[src/hdl/topk_softmax_gating_router_core_macros.svh]
// Assertion macros for the router RTL.
`ifndef TOPK_SOFTMAX_GATING_ROUTER_CORE_MACROS_SVH
`define TOPK_SOFTMAX_GATING_ROUTER_CORE_MACROS_SVH

// Same-cycle implication, sampled on clk_i, off during reset.
`define TSGR_ASSERT_IMP(lbl, ante, cons) \
  lbl: assert property (@(posedge clk_i) disable iff (!rst_ni) (ante) |-> (cons)) \
    else $error("router check failed");

// Next-cycle implication, sampled on clk_i, off during reset.
`define TSGR_ASSERT_NXT(lbl, ante, cons) \
  lbl: assert property (@(posedge clk_i) disable iff (!rst_ni) (ante) |=> (cons)) \
    else $error("router check failed");

`endif

[src/hdl/tsgr_pkg.sv]
package tsgr_pkg;

  typedef enum logic [1:0] {
    OP_WRITE   = 2'd0,
    OP_ELEMENT = 2'd1,
    OP_CLEAR   = 2'd2,
    OP_NONE    = 2'd3
  } opcode_e;

  typedef struct packed {
    opcode_e            op;
    logic [7:0]         row;
    logic [3:0]         col;
    logic signed [15:0] value;
    logic               last;
  } item_t;

  localparam logic [1:0] CFG_EXPERT_COUNT = 2'd0;
  localparam logic [1:0] CFG_SELECT_COUNT = 2'd1;

  localparam int ACC_W      = 40;
  localparam int DIFF_LIMIT = 4096;
  localparam int LOG2E_Q16  = 94548;

  // 65536 * 2^(-i/16), rounded
  function automatic logic [16:0] pow2_frac(input logic [4:0] i);
    logic [16:0] r;
    case (i)
      5'd0:    r = 17'd65536;
      5'd1:    r = 17'd62757;
      5'd2:    r = 17'd60097;
      5'd3:    r = 17'd57549;
      5'd4:    r = 17'd55109;
      5'd5:    r = 17'd52773;
      5'd6:    r = 17'd50535;
      5'd7:    r = 17'd48393;
      5'd8:    r = 17'd46341;
      5'd9:    r = 17'd44376;
      5'd10:   r = 17'd42495;
      5'd11:   r = 17'd40693;
      5'd12:   r = 17'd38968;
      5'd13:   r = 17'd37316;
      5'd14:   r = 17'd35734;
      5'd15:   r = 17'd34219;
      default: r = 17'd32768;
    endcase
    return r;
  endfunction

endpackage

[src/hdl/tsgr_front.sv]
module tsgr_front #(
  parameter int MAX_EXPERTS     = 16,
  parameter int MAX_MODEL_WIDTH = 256
) (
  input  logic                clk_i,
  input  logic                rst_ni,
  input  logic                start,
  output logic                busy,
  input  logic [1:0]          opcode_i,
  input  logic [7:0]          weight_row_i,
  input  logic [3:0]          weight_expert_i,
  input  logic signed [15:0]  value_i,
  input  logic                last_i,
  output logic                q_valid_o,
  output tsgr_pkg::item_t     q_item_o,
  input  logic                q_pop_i
);
  import tsgr_pkg::*;

  item_t      fifo_q [2];
  logic       wr_ptr_q, rd_ptr_q;
  logic [1:0] count_q;
  logic       keep, push;
  opcode_e    op;

  assign op   = opcode_e'(opcode_i);
  assign busy = (count_q == 2'd2);

  // drop unused opcodes and out-of-range weight writes here
  always_comb begin
    case (op)
      OP_ELEMENT, OP_CLEAR: keep = 1'b1;
      OP_WRITE: keep = (int'(weight_row_i) < MAX_MODEL_WIDTH) &&
                       (int'(weight_expert_i) < MAX_EXPERTS);
      default: keep = 1'b0;
    endcase
  end

  assign push      = start && !busy && keep;
  assign q_valid_o = (count_q != 2'd0);
  assign q_item_o  = fifo_q[rd_ptr_q];

  always_ff @(posedge clk_i or negedge rst_ni) begin
    if (!rst_ni) begin
      wr_ptr_q <= 1'b0;
      rd_ptr_q <= 1'b0;
      count_q  <= 2'd0;
    end else begin
      if (push) wr_ptr_q <= !wr_ptr_q;
      if (q_pop_i) rd_ptr_q <= !rd_ptr_q;
      count_q <= count_q + 2'(push) - 2'(q_pop_i);
    end
  end

  always_ff @(posedge clk_i) begin
    if (push) begin
      fifo_q[wr_ptr_q] <= '{op: op, row: weight_row_i, col: weight_expert_i,
                            value: value_i, last: last_i};
    end
  end

endmodule

[config.mk]
export PLATFORM = sky130hd
export DESIGN_NAME = tsgr_front
export DESIGN_NICKNAME = d
export VERILOG_FILES = /design/src/hdl/topk_softmax_gating_router_core_macros.svh /design/src/hdl/tsgr_pkg.sv /design/src/hdl/tsgr_front.sv
export SDC_FILE = /design/constraint.sdc
export NUM_CORES = 1
export LEC_CHECK = 0
export BUFFER_PORTS_ARGS = -buffer_cell sky130_fd_sc_hd__buf_2
export CAP_MARGIN = 20
export CORE_MARGIN = 5
export CORE_UTILIZATION = 30
export CTS_BUF_LIST = sky130_fd_sc_hd__clkbuf_8 sky130_fd_sc_hd__clkbuf_16
export DETAILED_ROUTE_END_ITERATION = 7
export GPL_TIMING_DRIVEN = 0
export HOLD_SLACK_MARGIN = 0.12
export PLACE_DENSITY = 0.52
export SLEW_MARGIN = 20
export SYNTH_ARGS = -nofsm -noshare
export SYNTH_HDL_FRONTEND = slang
export SYNTH_SLANG_ARGS = --single-unit
[constraint.sdc]
create_clock -name clk_i -period 3.45 [get_ports clk_i]
set_input_delay 0.69 -clock clk_i [delete_from_list [all_inputs] [get_ports clk_i]]
set_output_delay 0.69 -clock clk_i [all_outputs]
set_load 0.01 [all_outputs]
==> out/metrics.csv, run 1 <==
stage,metric,value,unit
run_status,status,completed,
timing,max-slew-margin-rel,0.685,
power,switching_share,0.274,
synthesis,synth_nets,152,
grt,antenna_found_initial,0,
timing,rsz0062_at_grt,no,
power,share_seq_of_total_power,0.405,
clock_network,clockRootBuffer,clkbuf_8,
synthesis,synth_top_family_by_area,multiplexers,
placement,dpl.hpwl,3200,um
clock_network,ctsHoldBuffers,0,
synthesis,synth-simple-area-share,0.0178,
routing,route.vias.total,1280,
job,maxCapViolations,0,
routing,drt-total-wl,4560,um
cells_and_area,num-nets-final,232,
synthesis,synth_adder_area_share,0.00961,
synthesis,ys_ff_latch,66,
synthesis,synth_compound_area_frac,0,
power,comb_power_share,0.351,
clock_network,post_cts_resized,0,
synthesis,syn_area,2600,um2
clock_network,clkLatencyLatePin,0.33,ns
clock_network,tritoncts,built,
grt,grtUsageMet1,0.110,
grt,grtUsageTotal,0.0900,
power,peakVddDrop,0.000298,V
die,dieArea,10600,um2
timing,post-route-period-util,0.615,
worst_setup_path,cp_data_required_time,2.76,ns
timing,period_needed,2.12,ns
die,initial_utilization,0.303,
timing,fmax,0.471,GHz
die,std_cell_rows,34,
timing,fin_skew,0.00732,ns
grt,grt_max_degree,21,
grt,gr-total-overflow,0,
synthesis,ys_types,15,
power,p_leak,1.35,nW
placement,preCtsSetupSlack,1.42,ns
worst_setup_path,path_class,reg2out,
cells_and_area,instances_no_fill,307,
placement,place_inst,292,
routing,dr.first_iter.drc_count,45,
worst_setup_path,critPathLaunchType,flip-flop,
cells_and_area,fillers,826,
synthesis,yosys_warnings,0,
cells_and_area,final_cell_mix,"buf_2 (67), edfxtp_1 (62), mux2_4 (29)",
timing,worst_pin_slew,0.472,ns
clock_network,clkTransAtPathRegs,0.06,ns
die,die_y,103,um
power,clkPwrFrac,0.244,
worst_hold_path,hp-class,in2async,
synthesis,synth_xor_area_frac,0.0134,
power,power_density,811,nW/um2
grt,grt_util_met3,0.0362,
synthesis,syn_area_per_cell,22.7,um2
routing,drc_errors,0,
clock_network,cts_made_buffers,9,
routing,dr.pass1.iters,4,
routing,vias_per_cell,4.17,
timing,layout_setup_ws,1.33,ns
cells_and_area,final_cell_area,3340,um2
grt,top_usage_layer,met2,
grt,grt_pass1_wl,6790,um
die,coreArea,8590,um2
routing,wl_per_cell,14.9,um
clock_network,htree_num_levels,3,
worst_setup_path,crit_arrival,1.43,ns
synthesis,yosysSeqAreaShare,0.753,
synthesis,muxShareOfSynthArea,0.176,
worst_setup_path,r2r_slack,1.75,ns
grt,grt_pass1_vias,1339,
timing,setup_viol,0,
power,p_switching,0.745,mW
cells_and_area,final_common_cell,buf_2,
cells_and_area,drive_gt1_frac,0.603,
synthesis,synthCells,115,
power,power,2.71,mW
timing,finalSetupTns,0,ns
clock_network,post_cts_buffers,0,
placement,port_buffers,67,
timing,slew_violations,0,
placement,gp_congestion,0.633,
routing,final_antenna_net_count,0,
clock_network,numClockSinks,66,
cells_and_area,area_delta_synth_final,28.4,%
worst_setup_path,endpoint_kind,output port,
die,dieWidth,103,um
worst_setup_path,critical_path.max_fanout,10,
cells_and_area,diodes,0,
clock_network,cts_buffer_depth,2,
placement,placed_cell_area,3150,um2
die,io-pin-count,68,
timing,hold_violations,0,
power,power.internal,1.97,mW
grt,grt_util_met2,0.140,
## area by class of cell
type | count | area (um2) | area share
plain buffers | 4 | 71.3 | 0.0213
clock buffers | 9 | 124 | 0.0370
clock inverters | 6 | 75.1 | 0.0224
inverters | 2 | 7.51 | 0.00224
multi-input cells | 43 | 579 | 0.173
flip-flops and latches | 66 | 1960 | 0.587
well taps | 108 | 135 | 0.0404
repair buffers | 69 | 390 | 0.117
## logic make-up after synthesis
group                    count (synthesis)
AND/OR/NAND/NOR                          6
multiplexers                            31
buffers and inverters                    6
XOR/XNOR                                 4
flip-flops                              66
adder cells (fa/ha/maj)                  2
## flip-flops by register name, indices dropped and copies added (netlist names)
name and flops:
count_q 2, fifo_q 62, rd_ptr_q 1, wr_ptr_q 1
## Yosys cell counts
cell type	count	area [um2]
edfxtp_1	62	1860
mux2_4	29	435
dfrtp_1	4	100
buf_12	3	60.1
xnor2_1	3	26.3
ha_1	2	25.0
inv_1	2	7.51
mux2_2	2	22.5
nor2_1	2	7.51
buf_6	1	11.3
nand2_1	1	3.75
nand3b_4	1	20.0
nor2b_2	1	8.76
or2_2	1	6.26
xor2_1	1	8.76
## routing by layer
layer  up-vias  routed length (um)
met3         2                 327
met1       634                1970
met2        44                2240
li1        600                   -
met4         0                  24
met5         -                   0
## power by group through the flow
stage          clock [mW]  combinational [mW]  sequential [mW]
3_3_place_gp            0               0.925             1.12
4_1_cts             0.684               0.983             1.10
2_1_floorplan           0               0.657             1.11
5_1_grt             0.719                1.03             1.12
6_report            0.663               0.951             1.10
3_5_place_dp            0               0.981             1.12
## through the flow
stage           util  hold slack [ns]
2_1_floorplan      -            0.394
3_3_place_gp   0.358            0.484
3_5_place_dp   0.366            0.502
4_1_cts        0.389            0.138
5_1_grt        0.389            0.137
6_report       0.389            0.164
## path summary, 6_finish.rpt
kind | depth (start not counted) | endpoint | from
max | 4 | q_item_o[24] | rd_ptr_q$_DFFE_PN0P_
max in group asynchronous | 1 | rd_ptr_q$_DFFE_PN0P_ | rst_ni
min in group clk_i | 1 | fifo_q[1][15]$_DFFE_PP_ | value_i[14]
min | 1 | count_q[0]$_DFF_PN0_ | rst_ni
min reg2reg | 1 | wr_ptr_q$_DFFE_PN0P_ | wr_ptr_q$_DFFE_PN0P_
max reg2reg | 4 | fifo_q[0][24]$_DFFE_PP_ | count_q[1]$_DFF_PN0_
## worst max-delay path, cell delays in order (launching register included)
cell     delay, ns
dfrtp_1       0.37
buf_6         0.14
buf_12        0.15
mux2_4        0.30
buf_2         0.15
Power figures use the tool's default switching activity.
==> inputs of run 2 (changes only) <==
- clock period: 3.45 -> 2.05 ns (I/O delays scaled with it)
==> run 2 against run 1 <==
Compared with the run above:
- sequential share of layout area shrank 0.18 points
- global-route usage hardly changed
- sequential cell count unchanged
- via count barely moved
- sequential power grew 68%
- final cell count increased by 0.33%
- power is 68% higher
- first-iteration DRC count is 4.4% higher
- clock skew about the same
- final area increased by 0.30%
- setup slack got worse by 1.1 ns
- critical path depth is the same
- largest power group unchanged
==> out/metrics.csv, run 2 (synthesis gave the netlist of run 1 again) <==
stage,metric,value,unit,change
worst_setup_path,crit_chain,buf_6 > buf_12 > mux2_4 > buf_2,,unchanged
timing,max-slew-margin-rel,0.685,,unchanged
cells_and_area,final_common_cell,buf_2,,unchanged
worst_setup_path,reg2reg_depth,4,,unchanged
grt,grtUsageTotal,0.0902,,was 0.0900
cells_and_area,top_regs,"fifo_q: 62 flops, count_q: 2 flops",,unchanged
die,io-pin-count,68,,unchanged
power,power_density,1360,nW/um2,was 811 nW/um2
clock_network,tritoncts,built,,unchanged
clock_network,clockRootBuffer,clkbuf_8,,unchanged
routing,vias_per_cell,4.16,,was 4.17
cells_and_area,largest_reg_flops,62,,unchanged
routing,drt-total-wl,4570,um,was 4560 um
routing,dr.pass1.iters,4,,unchanged
worst_setup_path,r2r_slack,0.35,ns,was 1.75 ns
cells_and_area,top_register,fifo_q,,unchanged
power,peakVddDrop,0.000501,V,was 0.000298 V
timing,period_needed,1.84,ns,
worst_setup_path,endpoint_kind,output port,,unchanged
worst_setup_path,path_class,reg2out,,unchanged
clock_network,htree_num_levels,3,,unchanged
run_status,status,completed,,unchanged
clock_network,numClockSinks,66,,unchanged
timing,setup_viol,0,,unchanged
grt,grt_pass1_wl,6800,um,was 6790 um
timing,fin_skew,0.00732,ns,about the same
die,coreArea,8590,um2,unchanged
routing,wl_per_cell,14.8,um,was 14.9 um
clock_network,post_cts_resized,0,,unchanged
timing,slew_violations,0,,unchanged
cells_and_area,num-nets-final,233,,was 232
cells_and_area,finish.utilization,0.390,,was 0.389
die,die_y,103,um,unchanged
grt,grt_pass1_vias,1342,,was 1339
placement,port_buffers,67,,unchanged
timing,hold_violations,0,,unchanged
power,p_leak,1.36,nW,was 1.35 nW
worst_setup_path,crit_arrival,1.43,ns,about the same
cells_and_area,final_cell_mix,"buf_2 (67), edfxtp_1 (62), mux2_4 (29)",,unchanged
worst_setup_path,critPathLaunchType,flip-flop,,unchanged
clock_network,clkLatencyLatePin,0.33,ns,about the same
worst_hold_path,hp-class,in2reg,,was in2async
grt,grt_max_degree,21,,unchanged
die,initial_utilization,0.303,,unchanged
cells_and_area,area_delta_synth_final,28.8,%,was 28.4%
placement,gp_congestion,0.633,,unchanged
clock_network,cts_made_buffers,9,,unchanged
worst_setup_path,cp_data_required_time,1.64,ns,was 2.76 ns
grt,gr-total-overflow,0,,unchanged
worst_hold_path,min-delay-start,value_i[14],,
clock_network,clkTransAtPathRegs,0.07,ns,was 0.06 ns
timing,fmax,0.543,GHz,
die,dieArea,10600,um2,unchanged
worst_hold_path,min_to,fifo_q[1][15]$_DFFE_PP_,,
routing,drc_errors,0,,unchanged
worst_setup_path,crit-reg2reg-capture,fifo_q[0][24]$_DFFE_PP_,,unchanged
grt,antenna_found_initial,0,,unchanged
clock_network,cts_buffer_depth,2,,unchanged
worst_setup_path,crit_path_max_incr_delay,0.37,ns,about the same
timing,rsz0062_at_grt,no,,unchanged
routing,route.vias.total,1281,,was 1280
worst_hold_path,holdPathStages,1,,
cells_and_area,drive_gt1_frac,0.600,,was 0.603
timing,finalSetupTns,0,ns,unchanged
power,power,4.57,mW,was 2.71 mW
die,dieWidth,103,um,unchanged
worst_setup_path,critical_path.max_fanout,10,,unchanged
timing,worst_pin_slew,0.472,ns,unchanged
placement,dpl.hpwl,3200,um,unchanged
timing,post-route-period-util,0.898,,
job,maxCapViolations,0,,unchanged
routing,final_antenna_net_count,0,,unchanged
die,std_cell_rows,34,,unchanged
worst_setup_path,cp_slowest_cell,dfrtp_1,,unchanged
routing,dr.first_iter.drc_count,47,,was 45
worst_setup_path,r2r-start,count_q[1]$_DFF_PN0_,,unchanged
cells_and_area,diodes,0,,unchanged
==> run 2: worst max path at each step <==
stage                     cells after the start                 endpoint  slack (ns)                 start
after floorplan                               3   fifo_q[1][0]$_DFFE_PP_       -0.42  count_q[1]$_DFF_PN0_
after global placement                        4  fifo_q[1][18]$_DFFE_PP_       -1.42           opcode_i[1]
after detailed placement                      5  fifo_q[0][28]$_DFFE_PP_        0.30           opcode_i[1]
after CTS                                     4             q_item_o[24]        0.17  rd_ptr_q$_DFFE_PN0P_
after global routing                          4             q_item_o[19]        0.13  rd_ptr_q$_DFFE_PN0P_
final                                         4             q_item_o[24]        0.21  rd_ptr_q$_DFFE_PN0P_
==> run 2: worst max-delay path, delay by kind of cell, from the launching register on <==
| family | cells | cell delay [ns] |
|---|---|---|
| buffers and inverters | 3 | 0.44 |
| DFF | 1 | 0.37 |
| muxes | 1 | 0.30 |
==> run 2: routing by layer <==
| metal | vias up | GRT usage | routed length [um] |
|---|---|---|---|
| met2 | 44 | 0.140 | 2250 |
| met3 | 2 | 0.0362 | 327 |
| met4 | 0 | 0.0418 | 24 |
| met5 | - | 0 | 0 |
| met1 | 633 | 0.110 | 1980 |
| li1 | 602 | - | - |
==> run 2: report_power, final <==
part           switching, mW  internal (mW)
Sequential            0.0778           1.77
Clock                  0.452          0.662
Combinational          0.722          0.881
Total                   1.25           3.32
==> run 2: cell type report <==
type                    instances  area (um2)
multi-input cells              43         579
well taps                     108         135
inverters                       2        7.51
fillers                       825        5240
repair buffers                 70         400
plain buffers                   4        71.3
clock inverters                 6        75.1
flip-flops and latches         66        1960
clock buffers                   9         124
==> run 2: stage by stage <==
stage | area, um2 | hold slack (ns) | worst slack [ns] | instances
2_1_floorplan | 2610 | 0.114 | -0.416 | 115
3_5_place_dp | 3150 | 0.222 | 0.297 | 292
5_1_grt | 3350 | 0.236 | 0.128 | 308
4_1_cts | 3350 | 0.243 | 0.167 | 308
6_report | 3350 | 0.269 | 0.209 | 308
3_3_place_gp | 3080 | 0.221 | -1.42 | 290
==> run 2: repair_timing <==
item / 4_1_cts / 5_1_grt
setup endpoints to repair: 0 / 0
endpoints found under the hold margin: 4 / 0
hold buffers: 1 / 0
buffers inserted: 0 / 0
==> inputs of run 3 (changes only) <==
- ABC_AREA: unset -> 1
==> run 3 against run 2 <==
Compared with the run above:
- register-to-register slack hardly changed
- synthesized area increased by 2.3%
- clock power shrank 8%
- sequential share of layout area decreased by 0.20 points
- fmax rose by 7.9%
- worst hold slack worse by 0.0071 ns
- critical path depth unchanged
- utilization down 0.25 points
- sequential cell count did not move
- power shrank 1.4%
- critical endpoint is now fifo_q[1][5]$_DFFE_PP_
- largest power group unchanged
==> out/metrics.csv, run 3 <==
stage,metric,value,unit,change
worst_setup_path,r2r-start,count_q[1]$_DFF_PN0_,,unchanged
synthesis,syn_area_per_cell,14.0,um2,was 22.7 um2
synthesis,synth_top_area_share,0.699,,was 0.715
timing,rsz0062_at_grt,no,,unchanged
grt,grtUsageTotal,0.0958,,was 0.0902
power,p_switching,1.52,mW,was 1.25 mW
clock_network,htree_num_levels,3,,unchanged
job,maxCapViolations,0,,unchanged
power,p_leak,1.45,nW,was 1.36 nW
synthesis,syn_area,2670,um2,was 2600 um2
timing,max-slew-margin-rel,0.515,,was 0.685
worst_hold_path,holdPathStages,1,,unchanged
clock_network,cts_made_buffers,9,,unchanged
grt,gr-total-overflow,0,,unchanged
die,dieWidth,104,um,was 103 um
routing,drt-total-wl,4810,um,was 4570 um
worst_setup_path,r2r_slack,0.34,ns,was 0.35 ns
synthesis,yosys-top-cells-area,"edfxtp_1 (70%), o21ai_2 (9.5%), nand2_1 (5.6%), inv_1 (5.5%), dfrtp_1 (3.8%)",,"was edfxtp_1 (71%), mux2_4 (17%), dfrtp_1 (3.8%), buf_12 (2.3%), xnor2_1 (1.0%)"
run_status,status,completed,,unchanged
die,io-pin-count,68,,unchanged
cells_and_area,largest_reg_flops,62,,unchanged
clock_network,post_cts_buffers,0,,unchanged
die,coreArea,8680,um2,was 8590 um2
cells_and_area,fillers,878,,was 825
die,die_y,104,um,was 103 um
worst_setup_path,endpoint_kind,flip-flop,,was output port
synthesis,ys_types,14,,was 15
timing,setup_viol,0,,unchanged
worst_hold_path,hp-class,in2reg,,unchanged
worst_setup_path,cp_data_required_time,2.09,ns,was 1.64 ns
timing,post-route-period-util,0.833,,was 0.898
worst_setup_path,cp-startpoint,count_q[1]$_DFF_PN0_,,was rd_ptr_q$_DFFE_PN0P_
routing,dr.first_iter.drc_count,34,,was 47
placement,port_buffers,67,,unchanged
synthesis,synthTopCellsByCount,"edfxtp_1 (62), nand2_1 (40), inv_1 (39)",,"was edfxtp_1 (62), mux2_4 (29), dfrtp_1 (4)"
grt,grt_pass1_wl,7890,um,was 6800 um
clock_network,ctsHoldBuffers,1,,unchanged
timing,slew_violations,0,,unchanged
cells_and_area,num-nets-final,308,,was 233
routing,vias_per_cell,4.15,,was 4.16
grt,antenna_found_initial,0,,unchanged
synthesis,yosysSeqAreaShare,0.736,,was 0.753
cells_and_area,final_cell_mix,"buf_2 (67), edfxtp_1 (62), nand2_1 (40)",,"was buf_2 (67), edfxtp_1 (62), mux2_4 (29)"
clock_network,clockRootBuffer,clkbuf_8,,unchanged
synthesis,synthCells,191,,was 115
cells_and_area,drive_gt1_frac,0.435,,was 0.600
worst_setup_path,reg2reg_depth,4,,unchanged
die,std_cell_rows,34,,unchanged
routing,dr.pass1.iters,4,,unchanged
synthesis,synth_nets,228,,was 152
routing,route.vias.total,1595,,was 1281
cells_and_area,top_regs,"fifo_q: 62 flops, count_q: 2 flops",,unchanged
clock_network,cts_buffer_depth,2,,unchanged
timing,fmax,0.586,GHz,was 0.543 GHz
die,dieArea,10900,um2,was 10600 um2
synthesis,synth_top_flop_cell,edfxtp_1,,unchanged
timing,fin_skew,0.00997,ns,was 0.00732 ns
worst_setup_path,crit-reg2reg-capture,fifo_q[1][5]$_DFFE_PP_,,was fifo_q[0][24]$_DFFE_PP_
cells_and_area,diodes,0,,unchanged
routing,wl_per_cell,12.5,um,was 14.8 um
clock_network,clkTransAtPathRegs,0.08,ns,was 0.07 ns
cells_and_area,top_register,fifo_q,,unchanged
power,peakVddDrop,0.000680,V,was 0.000501 V
cells_and_area,finish.utilization,0.388,,was 0.390
power,share_seq_of_total_power,0.407,,was 0.405
synthesis,synth_edf_count,62,,unchanged
clock_network,tritoncts,built,,unchanged
synthesis,async_reset_ff_frac,0.0606,,unchanged
power,power.internal,2.98,mW,was 3.32 mW
timing,layout_setup_ws,0.343,ns,was 0.209 ns
worst_setup_path,path_class,reg2reg,,was reg2out
power,switching_share,0.339,,was 0.274
routing,final_antenna_net_count,0,,unchanged
timing,hold_violations,0,,unchanged
placement,gp_congestion,0.701,,was 0.633
worst_setup_path,crit_arrival,1.74,ns,was 1.43 ns
cells_and_area,final_common_cell,buf_2,,unchanged
grt,grt_max_degree,32,,was 21
synthesis,synth_top_cell_by_area,edfxtp_1,,unchanged
routing,drc_errors,0,,unchanged
cells_and_area,area_delta_synth_final,26.3,%,was 28.8%
power,power_density,1340,nW/um2,was 1360 nW/um2
power,comb_power_share,0.366,,was 0.351
die,initial_utilization,0.307,,was 0.303
clock_network,clkLatencyLatePin,0.33,ns,about the same
placement,dpl.hpwl,3320,um,was 3200 um
worst_setup_path,endpoint,fifo_q[1][5]$_DFFE_PP_,,was q_item_o[24]
worst_setup_path,critical_path.max_fanout,16,,was 10
synthesis,yosys_warnings,0,,unchanged
grt,grt_pass1_vias,1657,,was 1342
timing,worst_pin_slew,0.726,ns,was 0.472 ns
synthesis,synth_most_common_cell,edfxtp_1,,unchanged
synthesis,ys_ff_latch,66,,unchanged
worst_setup_path,critPathLaunchType,flip-flop,,unchanged
clock_network,numClockSinks,66,,unchanged
timing,period_needed,1.71,ns,was 1.84 ns
power,clkPwrFrac,0.227,,was 0.244
placement,preCtsSetupSlack,0.189,ns,was 0.297 ns
clock_network,post_cts_resized,0,,unchanged
run 3: logic make-up after synthesis:
| kind of cell | count (synthesis) | synth area share |
|---|---|---|
| compound gates | 31 | 0.0991 |
| simple gates | 45 | 0.0662 |
| fa+ha+maj | 2 | 0.00939 |
| buf+inv | 46 | 0.0859 |
| flops | 66 | 0.736 |
| xor+xnor | 1 | 0.00329 |
run 3: metal layers:
| metal | global-route usage | wire, um | vias to the layer above |
|---|---|---|---|
| met4 | 0.0527 | 73 | 0 |
| met5 | 0 | 0 | - |
| met2 | 0.153 | 2410 | 46 |
| met3 | 0.0391 | 322 | 8 |
| met1 | 0.108 | 2000 | 741 |
| li1 | - | - | 800 |
run 3: power by group through the flow:
stage               clock, mW  combinational, mW  sequential [mW]
floorplan                   0               1.09             1.85
global placement            0               1.66             1.87
detailed placement          0               1.72             1.86
CTS                      1.07               1.73             1.83
global route             1.15               1.85             1.86
finish                   1.02               1.65             1.83
run 3: through the flow:
stage          cells  total power, mW  instance area (um2)  hold WS [ns]  TNS [ns]
6_report         384             4.50                 3370         0.261         0
2_1_floorplan    191             2.95                 2670         0.114         0
5_1_grt          384             4.85                 3370         0.225         0
3_3_place_gp     366             3.53                 3140         0.225    -19.57
4_1_cts          384             4.63                 3370         0.236         0
3_5_place_dp     367             3.58                 3170         0.225         0
run 3: worst min path at each step:
stage / start / endpoint / slack, ns
global route: value_i[15] / fifo_q[0][16]$_DFFE_PP_ / 0.23
CTS: value_i[8] / fifo_q[1][9]$_DFFE_PP_ / 0.24
global placement: rst_ni / count_q[0]$_DFF_PN0_ / 0.23
finish: value_i[8] / fifo_q[0][9]$_DFFE_PP_ / 0.26
detailed placement: rst_ni / count_q[0]$_DFF_PN0_ / 0.22
floorplan: rst_ni / count_q[0]$_DFF_PN0_ / 0.11
run 3: cell type report:
type                    instances  area (um2)  area share
clock buffers                   9         124      0.0368
multi-input cells              79         482       0.143
inverters                      39         146      0.0435
plain buffers                   7        82.6      0.0245
well taps                     108         135      0.0401
clock inverters                 7        61.3      0.0182
flip-flops and latches         66        1960       0.583
repair buffers                 69         373       0.111
run 3: worst max-delay path, stage by stage, from the launching register on:
cell     delay (ns)
dfrtp_1        0.40
nand2_1        0.12
nand3_1        0.17
nor2_4         0.50
buf_16         0.22
